[config.mk]
export PLATFORM = sky130hd
export DESIGN_NAME = pcg32_bounded_generator
export DESIGN_NICKNAME = d
export VERILOG_FILES = /design/src/sv/pcgbg_pkg.sv /design/src/sv/pcgbg_serial_mod.sv /design/src/sv/pcg32_bounded_generator.sv
export VERILOG_INCLUDE_DIRS = /design/src /design/src/sv
export SDC_FILE = /design/constraint.sdc
export NUM_CORES = 1
export LEC_CHECK = 0
export BUFFER_PORTS_ARGS = -buffer_cell sky130_fd_sc_hd__buf_2
export CORE_MARGIN = 5
export CORE_UTILIZATION = 55
export DETAILED_ROUTE_END_ITERATION = 8
export HOLD_SLACK_MARGIN = 0.02
export PLACE_DENSITY_LB_ADDON = 0.12
export SLEW_MARGIN = 20
export SYNTH_ARGS = -nofsm -noshare
export SYNTH_HDL_FRONTEND = slang
export SYNTH_SLANG_ARGS = --single-unit
[constraint.sdc]
create_clock -name clock -period 7.8 [get_ports clock]
set_input_delay 0.39 -clock clock [delete_from_list [all_inputs] [get_ports clock]]
set_output_delay 0.39 -clock clock [all_outputs]
set_load 0.01 [all_outputs]
[src/sv/assert_macros.svh]
// ----------------------------------------------------------------------------
// assertion macros
// shared concurrent assertion forms, sampled on clock and disabled in reset
// ----------------------------------------------------------------------------
`ifndef ASSERT_MACROS_SVH
`define ASSERT_MACROS_SVH

// same-cycle implication
`define ASSERT_IMPL(label, ante, cons, msg) \
   label: assert property (@(posedge clock) disable iff (reset) (ante) |-> (cons)) \
      else $error(msg);

// next-cycle implication
`define ASSERT_NEXT(label, ante, cons, msg) \
   label: assert property (@(posedge clock) disable iff (reset) (ante) |=> (cons)) \
      else $error(msg);

`endif

[src/sv/pcgbg_pkg.sv]
// ----------------------------------------------------------------------------
// pcgbg_pkg
// constants, types and the xsh-rr output function of the bounded generator
// ----------------------------------------------------------------------------
package pcgbg_pkg;

   localparam int unsigned StateWidth = 64;
   localparam int unsigned WordWidth  = 32;
   localparam int unsigned CsrIdxWidth = 2;

   localparam logic [StateWidth-1:0] PcgMult   = 64'h5851_F42D_4C95_7F2D;
   localparam logic [StateWidth-1:0] SeedReset = 64'h853C_49E6_748F_EA9B;
   localparam logic [StateWidth-1:0] IncrReset = 64'hDA3E_39CB_94B9_5BDB;

   localparam int unsigned XsShiftA = 18;
   localparam int unsigned XsShiftB = 27;
   localparam int unsigned RotShift = 59;

   localparam logic [CsrIdxWidth-1:0] CSR_SEED = 2'd0;
   localparam logic [CsrIdxWidth-1:0] CSR_INCR = 2'd1;

   typedef struct packed {
      logic                 start;
      logic [WordWidth-1:0] dividend;
      logic [WordWidth-1:0] divisor;
   } mod_req_type;

   typedef struct packed {
      logic                 busy;
      logic                 done;
      logic [WordWidth-1:0] remainder;
   } mod_rsp_type;

   function automatic logic [WordWidth-1:0] xsh_rr(input logic [StateWidth-1:0] s);
      logic [StateWidth-1:0]  mixed;
      logic [WordWidth-1:0]   x;
      logic [4:0]             r;
      logic [2*WordWidth-1:0] dbl;
      mixed = ((s >> XsShiftA) ^ s) >> XsShiftB;
      x     = mixed[WordWidth-1:0];
      r     = s[StateWidth-1:RotShift];
      dbl   = {x, x} >> r;
      return dbl[WordWidth-1:0];
   endfunction

endpackage

[src/sv/pcgbg_serial_mod.sv]
// ----------------------------------------------------------------------------
// pcgbg_serial_mod
// bit-serial restoring remainder unit, one dividend bit per cycle
// ----------------------------------------------------------------------------
module pcgbg_serial_mod
   import pcgbg_pkg::*;
(
   input  logic        clock,
   input  logic        reset,
   input  mod_req_type mod_req,
   output mod_rsp_type mod_rsp
);

   logic                 busy_ff;
   logic                 done_ff;
   logic [4:0]           cnt_ff;
   logic [WordWidth-1:0] dvd_ff;
   logic [WordWidth-1:0] dsr_ff;
   logic [WordWidth-1:0] rem_ff;
   logic [WordWidth:0]   trial;
   logic [WordWidth:0]   diff;
   logic [WordWidth-1:0] rem_in;

   always_comb begin
      trial  = {rem_ff, dvd_ff[WordWidth-1]};
      diff   = trial - {1'b0, dsr_ff};
      rem_in = diff[WordWidth] ? trial[WordWidth-1:0] : diff[WordWidth-1:0];
   end

   always_ff @(posedge clock) begin
      if (reset) begin
         busy_ff <= 1'b0;
         done_ff <= 1'b0;
         cnt_ff  <= '0;
      end else begin
         done_ff <= busy_ff && !mod_req.start && (cnt_ff == 5'(WordWidth - 1));
         if (mod_req.start) begin
            busy_ff <= 1'b1;
            cnt_ff  <= '0;
            dvd_ff  <= mod_req.dividend;
            dsr_ff  <= mod_req.divisor;
            rem_ff  <= '0;
         end else if (busy_ff) begin
            rem_ff <= rem_in;
            dvd_ff <= {dvd_ff[WordWidth-2:0], 1'b0};
            cnt_ff <= cnt_ff + 5'd1;
            if (cnt_ff == 5'(WordWidth - 1)) begin
               busy_ff <= 1'b0;
            end
         end
      end
   end

   assign mod_rsp.busy      = busy_ff;
   assign mod_rsp.done      = done_ff;
   assign mod_rsp.remainder = rem_ff;

endmodule

[src/sv/pcg32_bounded_generator.sv]
// ----------------------------------------------------------------------------
// pcg32_bounded_generator
// pcg32 xsh-rr generator returning uniform words below a requested bound
// ----------------------------------------------------------------------------
// usage:
//   req channel carries upper_bound; one rsp word carries random_value.
//   csr channel writes seed_state (index 0, reloads the generator at once)
//   or stream_increment (index 1); other indexes are ignored. csr_ready is
//   always high; write only while no request is in flight.
//   a nonzero bound raises rsp_valid after a bit-serial lcg multiply
//   runs alongside the threshold remainder, then a second remainder
//   reduces the draw. each rejected draw adds another multiply. a zero
//   bound answers 0 via the push state without advancing the state.
//   one request is worked at a time; a finished word sits in the output
//   register and the next request is accepted while rsp stalls.
//   reset loads the lcg state from the seed reset value and empties the
//   output register.
// ----------------------------------------------------------------------------
`include "assert_macros.svh"

module pcg32_bounded_generator
   import pcgbg_pkg::*;
(
   input  logic                   clock,
   input  logic                   reset,
   input  logic                   req_valid,
   output logic                   req_ready,
   input  logic [WordWidth-1:0]   req_upper_bound,
   output logic                   rsp_valid,
   input  logic                   rsp_ready,
   output logic [WordWidth-1:0]   rsp_random_value,
   input  logic                   csr_valid,
   output logic                   csr_ready,
   input  logic [CsrIdxWidth-1:0] csr_index,
   input  logic [StateWidth-1:0]  csr_data
);

   typedef enum logic [2:0] {
      S_IDLE,
      S_THRESH,
      S_DRAW,
      S_MOD,
      S_PUSH
   } state_type;

   state_type             state_ff;
   logic [StateWidth-1:0] lcg_state_ff;
   logic [StateWidth-1:0] incr_ff;
   logic [WordWidth-1:0]  bound_ff;
   logic [WordWidth-1:0]  thresh_ff;
   logic [WordWidth-1:0]  draw_ff;
   logic [WordWidth-1:0]  result_ff;
   logic                  rsp_valid_ff;
   logic [WordWidth-1:0]  rsp_value_ff;
   mod_req_type           mod_req_ff;
   mod_rsp_type           mod_rsp;

   logic                  mul_busy_ff;
   logic                  mul_done_ff;
   logic [5:0]            mul_cnt_ff;
   logic [StateWidth-1:0] mcand_ff;
   logic [StateWidth-1:0] acc_ff;
   logic [StateWidth-1:0] acc_in;

   logic                  req_fire;
   logic                  csr_fire;
   logic                  draw_ok;
   logic                  mul_start;
   logic [StateWidth-1:0] mul_seed;
   logic                  out_free;
   logic                  mod_start_in;

   assign req_ready = (state_ff == S_IDLE);
   assign req_fire  = req_valid && req_ready;
   assign csr_ready = 1'b1;
   assign csr_fire  = csr_valid && csr_ready;
   assign draw_ok   = (draw_ff >= thresh_ff);
   assign out_free  = !rsp_valid_ff || rsp_ready;

   assign mul_start = (req_fire && (req_upper_bound != '0))
                    || ((state_ff == S_DRAW) && mul_done_ff && !draw_ok);
   assign mul_seed  = (state_ff == S_IDLE) ? lcg_state_ff : acc_ff;
   assign acc_in    = acc_ff + (PcgMult[mul_cnt_ff] ? mcand_ff : '0);

   assign mod_start_in = (req_fire && (req_upper_bound != '0))
                       || ((state_ff == S_DRAW) && mul_done_ff && draw_ok);

   pcgbg_serial_mod u_mod (
      .clock   (clock),
      .reset   (reset),
      .mod_req (mod_req_ff),
      .mod_rsp (mod_rsp)
   );

   // lcg multiply, one multiplier bit per cycle, increment preloaded
   always_ff @(posedge clock) begin
      if (reset) begin
         mul_busy_ff <= 1'b0;
         mul_done_ff <= 1'b0;
         mul_cnt_ff  <= '0;
      end else if (mul_start) begin
         mul_busy_ff <= 1'b1;
         mul_done_ff <= 1'b0;
         mul_cnt_ff  <= '0;
         mcand_ff    <= mul_seed;
         acc_ff      <= incr_ff | 64'd1;
      end else if (mul_busy_ff) begin
         acc_ff     <= acc_in;
         mcand_ff   <= {mcand_ff[StateWidth-2:0], 1'b0};
         mul_cnt_ff <= mul_cnt_ff + 6'd1;
         if (mul_cnt_ff == 6'(StateWidth - 1)) begin
            mul_busy_ff <= 1'b0;
            mul_done_ff <= 1'b1;
         end
      end
   end

   always_ff @(posedge clock) begin
      if (reset) begin
         incr_ff <= IncrReset;
      end else if (csr_fire && (csr_index == CSR_INCR)) begin
         incr_ff <= csr_data;
      end
   end

   always_ff @(posedge clock) begin
      if (reset) begin
         state_ff         <= S_IDLE;
         lcg_state_ff     <= SeedReset;
         rsp_valid_ff     <= 1'b0;
         mod_req_ff.start <= 1'b0;
      end else begin
         mod_req_ff.start <= mod_start_in;
         if ((state_ff == S_PUSH) && out_free) begin
            rsp_valid_ff <= 1'b1;
         end else if (rsp_valid_ff && rsp_ready) begin
            rsp_valid_ff <= 1'b0;
         end
         unique case (state_ff)
            S_IDLE: begin
               if (req_fire) begin
                  bound_ff <= req_upper_bound;
                  if (req_upper_bound == '0) begin
                     result_ff <= '0;
                     state_ff  <= S_PUSH;
                  end else begin
                     draw_ff             <= xsh_rr(lcg_state_ff);
                     mod_req_ff.dividend <= '0 - req_upper_bound;
                     mod_req_ff.divisor  <= req_upper_bound;
                     state_ff            <= S_THRESH;
                  end
               end
            end
            S_THRESH: begin
               if (mod_rsp.done) begin
                  thresh_ff <= mod_rsp.remainder;
                  state_ff  <= S_DRAW;
               end
            end
            S_DRAW: begin
               if (mul_done_ff) begin
                  lcg_state_ff <= acc_ff;
                  if (draw_ok) begin
                     mod_req_ff.dividend <= draw_ff;
                     mod_req_ff.divisor  <= bound_ff;
                     state_ff            <= S_MOD;
                  end else begin
                     draw_ff <= xsh_rr(acc_ff);
                  end
               end
            end
            S_MOD: begin
               if (mod_rsp.done) begin
                  result_ff <= mod_rsp.remainder;
                  state_ff  <= S_PUSH;
               end
            end
            S_PUSH: begin
               if (out_free) begin
                  rsp_value_ff <= result_ff;
                  state_ff     <= S_IDLE;
               end
            end
            default: begin
               state_ff <= S_IDLE;
            end
         endcase
         // seed write reloads the generator
         if (csr_fire && (csr_index == CSR_SEED)) begin
            lcg_state_ff <= csr_data;
         end
      end
   end

   assign rsp_valid        = rsp_valid_ff;
   assign rsp_random_value = rsp_value_ff;

   `ASSERT_IMPL(a_rem_below_bound, (state_ff == S_MOD) && mod_rsp.done, mod_rsp.remainder < bound_ff, "remainder not below bound")

   `ASSERT_IMPL(a_div_idle_in_draw, state_ff == S_DRAW, !mod_rsp.busy, "divider busy while drawing")

   `ASSERT_NEXT(a_state_hold, !reset && (state_ff != S_DRAW) && !(csr_fire && (csr_index == CSR_SEED)), $stable(lcg_state_ff), "lcg state changed outside a draw")

endmodule
; After elaboration in Yosys (flattened, before gate mapping)
; Memory sizes are Yosys's and may differ from the RTL's. A register that Yosys moved wholly into a read port is not among the register bits.
; Index checks and enable logic that the tools add are counted.
[classes]
bitwise_logic = 3
shift = 2
n_addsub = 5
n_reduce_logical = 42
n_eq_ne = 16
n_lt_le_gt_ge = 2
mux = 46
[ops]
columns = op, count
row1 = 64-bit 2-to-1 mux, 13
row2 = 32-bit 2-to-1 mux, 11
row3 = 32-bit one-hot mux with 2 select lines, 2
row4 = 64-bit one-hot mux with 2 select lines, 1
row5 = 64-bit by 5-bit >> shifter with 32-bit output, 2
row6 = 46-bit by 59-bit bitwise XOR with 59-bit output, 2
row7 = 64-bit adder, 1
row8 = 33-bit by 32-bit subtractor with 33-bit output, 1
row9 = 32-bit >= comparator, 1
row10 = 32-bit logical NOT, 1
row11 = 32-bit nonzero test, 1
row12 = 1-bit by 32-bit subtractor with 32-bit output (first input constant), 1
row13 = 3-bit 2-to-1 mux, 7
row14 = 6-bit AND reduction, 3
row15 = 3-bit one-hot mux with 5 select lines, 1
row16 = 2-bit nonzero test, 7
row17 = 6-bit 2-to-1 mux, 2
row18 = 1-bit logical AND, 11
row19 = 2-bit inequality test (second input constant), 5
row20 = 2-bit AND reduction, 5
row21 = 1-bit 2-to-1 mux, 9
row22 = 3-bit AND reduction, 3
row23 = 2-bit by 1-bit inequality test with 1-bit output (second input constant), 4
row24 = 6-bit by 7-bit less-than comparator with 1-bit output (second input constant), 1
row25 = other kinds (15), 21
[word_totals]
mem_count = 1
input_bits = 103
elab_cells = 141
output_inout_bits = 35
romBits = 64
reg_bits = 596
[mem_list]
columns = name, depth, word_bits, rd, rd_ports_with_merged_regs, write_ports, line_no
row1 = (name not given), 64, 1, 1, 1, 0, pcg32_bounded_generator.sv:83  ; assign acc_in = acc_ff + (PcgMult[mul_cnt_ff] ? mcand_ff : '0);

; Longest topological paths before layout
[depth]
depth_word = 6
depth_mapped = 21
mapped_depth_nobuf = 19

; By module
; Synthesis repeated with hierarchy kept, for this count alone.
[hier_totals]
hier_cells = 3676
hier_area_um2 = 34611.9
[modules_own_cells]
columns = mod, cells_each, instances, seq_area_each_um2, area_each_um2
row1 = pcg32_bounded_generator, 3159, 1, 13392.8, 28603.7
row2 = pcgbg_serial_mod, 517, 1, 3022.9, 6008.3

; Least setup slack after synthesis
; Ideal clock, no wire load.
[synth_path]
kind = register to register
start = register thresh_ff[0]
end = register acc_ff[0] (enable)
path_buffers = 3
required_ns = 7.184
slack_ns = -0.608
t_arrival_ns = 7.792
setup_time_ns = 0.616
synth_period_minus_slack_ns = 8.408
path_stages_with_launch = 14
path_cell_list = edfxtp_1 ha_1 nand2b_1 a21o_1 a211oi_1 o21ai_0 a21o_1 a2111o_1 nand3_4 buf_6 buf_2 buf_2 nor2_1 nor2_1
[synth_via]
elab_chain_len = 6
[synth_lines]
columns = element, line_no
row1 = start: declaration, pcg32_bounded_generator.sv:50  ; logic [WordWidth-1:0] thresh_ff;
row2 = start signal: assignment, pcg32_bounded_generator.sv:156  ; thresh_ff <= mod_rsp.remainder;
row3 = 32-bit >= comparator, pcg32_bounded_generator.sv:77  ; assign draw_ok = (draw_ff >= thresh_ff);
row4 = 1-bit logical NOT, pcg32_bounded_generator.sv:81  ; || ((state_ff == S_DRAW) && mul_done_ff && !draw_ok);
row5 = 1-bit logical AND, pcg32_bounded_generator.sv:81
row6 = 1-bit logical OR, pcg32_bounded_generator.sv:81
row7 = 2-bit nonzero test (no line), -
row8 = 2-bit AND reduction (no line), -
row9 = end signal: assignment, pcg32_bounded_generator.sv:106  ; acc_ff <= incr_ff | 64'd1;
row10 = end signal: assignment, pcg32_bounded_generator.sv:108  ; acc_ff <= acc_in;
row11 = end: declaration, pcg32_bounded_generator.sv:62  ; logic [StateWidth-1:0] acc_ff;
; No other way between the ends.
; A chain may end at the register's enable or synchronous reset.

==> results.md <==
* Result of the run: finished clean
* Mean cell area of the mapped netlist at 9.58 sq um
* Final ANT Viol Nets at 0
* Hold Startpoint: csr_data[10]
* Total Wirelength at 97.2 mm
* Vias at 26900
* Fill cell instance count of the final layout at 5161
* Drt initial violations at 2283
* First-pass GRT wire length at 149 mm
* Worst-path clk slew at 60 ps
* Worst slew margin relative to its limit at 30.7%
* Hold Fails Final Rpt at 0
* Required time worst endpoint at 8270 ps
* Crit path setup slack, layout at 2730 ps
* Setup_tns at 0 ps
* CP Launch Type: register
* GR Util All Layers at 28.0%
* Power per cell area at 250 nW/um^2
* Yosys synthesis warning count at 0
* Number of synthesized flops with an enable pin at 448
* Number of input and output port buffers inserted at 136
* Post-Route Skew at 29.3 ps
* Final Critical Period at 5070 ps
* Postcts setup bufs at 0
* Die Span Y at 260 um
* Cell variety after synth at 75
* Slew @ Worst Pin at 1040 ps
* Worst Path Class, Setup: reg2reg
* Total number of H-tree levels at 3
* Area share of the largest cell type after synthesis at 39.1%
* Post-layout utilization of the core at 62.2%
* Share of async-settable or async-resettable flops after synthesis at 0%
* Worst setup path startpoint: state_ff[2]
* Maximum clock rate at 197 MHz
* Insertion delay to the later sink of the worst-skew pair at 610 ps
* Element type at the critical path end: register
* Slew Viols, Final at 0
* DRC violation count after routing at 0
* Largest net degree at the start of global routing at 97
* Launch instance of the worst register-to-register path: state_ff[2]
* Total nets after synthesis at 3833
* Floorplan die width at 260 um
* Area delta synth->final at 11.6%
* Tcrit/Tclk final at 65.0%
* Clock root buffer: sky130_fd_sc_hd__clkbuf_16
* Clock buffer count from CTS at 67
* Number of buffers on the longest clock path at 3
* Total of max-cap violations at 0
* Std-Cell Core Area at 61800 sq um
* Count of state elements after synthesis at 596
* Arrival time reported for the critical path endpoint at 5540 ps
* Average detailed-routed wire length per instance at 21.4 um
* Via/cell ratio at 5.90
* Top area cells in the synthesized netlist: sky130_fd_sc_hd__edfxtp_1 39%, sky130_fd_sc_hd__dfxtp_1 8.6%, sky130_fd_sc_hd__nand2_1 7.4%
* Initial antenna violation count at 0
* Final design instance area without fill at 38400 sq um
* Overflow after GRT at 0
* Die area at 67700 sq um
* Synthesized cell area at 34400 sq um
* Sequential Area at 16400 sq um
* Worst min path class: in2reg
* Count of standard-cell rows at 91
* Ratio of cells with drive above 1 in the final layout at 10.3%
* Mapped Cells at 3592
* Area of combinational cells with multiple inputs at 16800 sq um
* Sequential cell area fraction in the yosys report at 47.7%
* Post-DP Area at 35600 sq um
* Leakage power summed over all cells at 15.8 nW
* Total Nets Final at 3907
* Post-detailed-placement half-perimeter wirelength at 69.3 mm
* Sinks on the clock net at 596
* RSZ-0062 raised after global routing: no
* Number of search-and-repair iterations in the first detailed-routing pass at 6
* TritonCTS clock tree: done
* Ys flop type: sky130_fd_sc_hd__edfxtp_1
* Vias in the first global route at 25700
* Setup slack after placement at 2710 ps
* Effective utilization at floorplan at 55.7%
* Largest vdd supply drop at 0.000187 V
* Cell type with the largest total area after synthesis: sky130_fd_sc_hd__edfxtp_1
* Final setup vio count at 0
* Boundary Pins at 138
* Global placement routability congestion at 0.929
* Worst-path fanout max at 67
Yosys cell counts, types with 14 or more instances:
library cell,number
sky130_fd_sc_hd__nor3_1,36
sky130_fd_sc_hd__and2_1,107
sky130_fd_sc_hd__xnor2_1,84
sky130_fd_sc_hd__clkbuf_1,183
sky130_fd_sc_hd__nor4_1,15
sky130_fd_sc_hd__nor2_1,221
sky130_fd_sc_hd__a21o_1,67
sky130_fd_sc_hd__nor2b_1,22
sky130_fd_sc_hd__nand2b_1,48
sky130_fd_sc_hd__and3_1,14
sky130_fd_sc_hd__a311oi_1,32
sky130_fd_sc_hd__nand2_1,680
sky130_fd_sc_hd__a31oi_1,16
sky130_fd_sc_hd__o211ai_1,16
sky130_fd_sc_hd__a211oi_1,56
sky130_fd_sc_hd__xor2_1,69
sky130_fd_sc_hd__o21ai_0,281
sky130_fd_sc_hd__o21bai_1,15
sky130_fd_sc_hd__nand3b_1,40
sky130_fd_sc_hd__edfxtp_1,448
sky130_fd_sc_hd__mux2_2,66
sky130_fd_sc_hd__buf_2,14
sky130_fd_sc_hd__dfxtp_1,148
sky130_fd_sc_hd__ha_1,136
sky130_fd_sc_hd__nand3_1,66
sky130_fd_sc_hd__inv_1,104
sky130_fd_sc_hd__nand4_1,25
sky130_fd_sc_hd__mux2i_1,213
sky130_fd_sc_hd__buf_1,20
sky130_fd_sc_hd__a21oi_1,218
metrics by stage:
step / hold slack [ps] / std cells / power, mW
6_report: 51.8 / 4554 / 9.60
5_1_grt: 35.6 / 4553 / 10.1
4_1_cts: 20.5 / 4553 / 9.64
3_5_place_dp: 405 / 4375 / 6.40
3_3_place_gp: 404 / 4375 / 6.36
2_1_floorplan: 400 / 3592 / 5.73
area by class of cell:
| type | count | area share [%] |
|---|---|---|
| Antenna cell | 1 | 0.00651 |
| Clock buffer | 89 | 4.95 |
| Clock inverter | 30 | 0.820 |
| Inverter | 111 | 1.08 |
| Multi-Input combinational cell | 2663 | 43.7 |
| Sequential cell | 596 | 42.7 |
| Tap cell | 837 | 2.72 |
| Timing Repair Buffer | 227 | 3.97 |
layout by cell type (no fill, tap or decap), types with 104 or more instances in the layout:
cell type / n
sky130_fd_sc_hd__a21oi_1: 217
sky130_fd_sc_hd__and2_1: 106
sky130_fd_sc_hd__buf_2: 135
sky130_fd_sc_hd__dfxtp_1: 145
sky130_fd_sc_hd__edfxtp_1: 448
sky130_fd_sc_hd__ha_1: 136
sky130_fd_sc_hd__inv_1: 104
sky130_fd_sc_hd__mux2i_1: 213
sky130_fd_sc_hd__nand2_1: 678
sky130_fd_sc_hd__nor2_1: 214
sky130_fd_sc_hd__o21ai_0: 281
per-layer routing:
layer / wire length, um / up-vias / global-route usage, %
li1: - / 12900 / -
met1: 41500 / 12900 / 37.1
met2: 46200 / 848 / 47.2
met3: 5520 / 183 / 4.06
met4: 4020 / 0 / 10.3
met5: 0 / - / 0
cells by family (layout without fill, tap and decap cells):
family,count (synthesis),count (layout),synth area share (%)
other,1,2,0.0109
flip-flops,596,596,47.7
AO/OA/AOI/OAI,767,767,13.3
adder cells (fa/ha/maj),138,138,5.06
AND/OR/NAND/NOR,1317,1317,17.4
multiplexers,287,287,8.88
buffers and inverters,333,457,3.75
XOR/XNOR,153,153,3.89
registers in the layout (all words and copies together) (netlist names), 5 cells and up, named ones only:
signal and flops:
draw_ff 32, thresh_ff 32, acc_ff 64, result_ff 32
u_mod.dsr_ff 32, u_mod.dvd_ff 32, u_mod.rem_ff 32, incr_ff 63
mul_cnt_ff 6, mcand_ff 64, mod_req_ff 65, rsp_random_value 32
u_mod.cnt_ff 5, lcg_state_ff 64, bound_ff 32
critical path, cell delays in order (launching register included):
cell and delay (ps):
sky130_fd_sc_hd__dfxtp_1 610, sky130_fd_sc_hd__nor2_1 210, sky130_fd_sc_hd__and2_2 240, sky130_fd_sc_hd__buf_4 330
sky130_fd_sc_hd__nand2_2 150, sky130_fd_sc_hd__buf_4 650, sky130_fd_sc_hd__a2111o_1 230, sky130_fd_sc_hd__and3_4 500
sky130_fd_sc_hd__nand2b_1 300, sky130_fd_sc_hd__nor2_1 300, sky130_fd_sc_hd__inv_1 120, sky130_fd_sc_hd__ha_1 300
sky130_fd_sc_hd__mux2_2 260, sky130_fd_sc_hd__mux4_2 440, sky130_fd_sc_hd__o21ai_0 170, sky130_fd_sc_hd__a22oi_1 80
report_power, final:
group	switching, mW	internal, mW	leakage (nW)
sequential	0.221	3.72	5.43
combinational	1.48	0.976	9.29
clock	1.31	1.89	1.08
final timing paths:
| kind | endpoint | slack [ps] | depth (start not counted) |
|---|---|---|---|
| worst max-delay path | register | 2730 | 15 |
| worst min-delay path | incr_ff[10] | 50 | 3 |
| worst max register to register | register | 2730 | 15 |
| worst min register to register | rsp_random_value[27] | 420 | 0 |
what timing repair did:
item                                   in CTS  in global routing
hold buffers                               59                  0
resized for setup                           0                  0
endpoints found under the hold margin      66                  0
(Power assumes the default switching activity.)
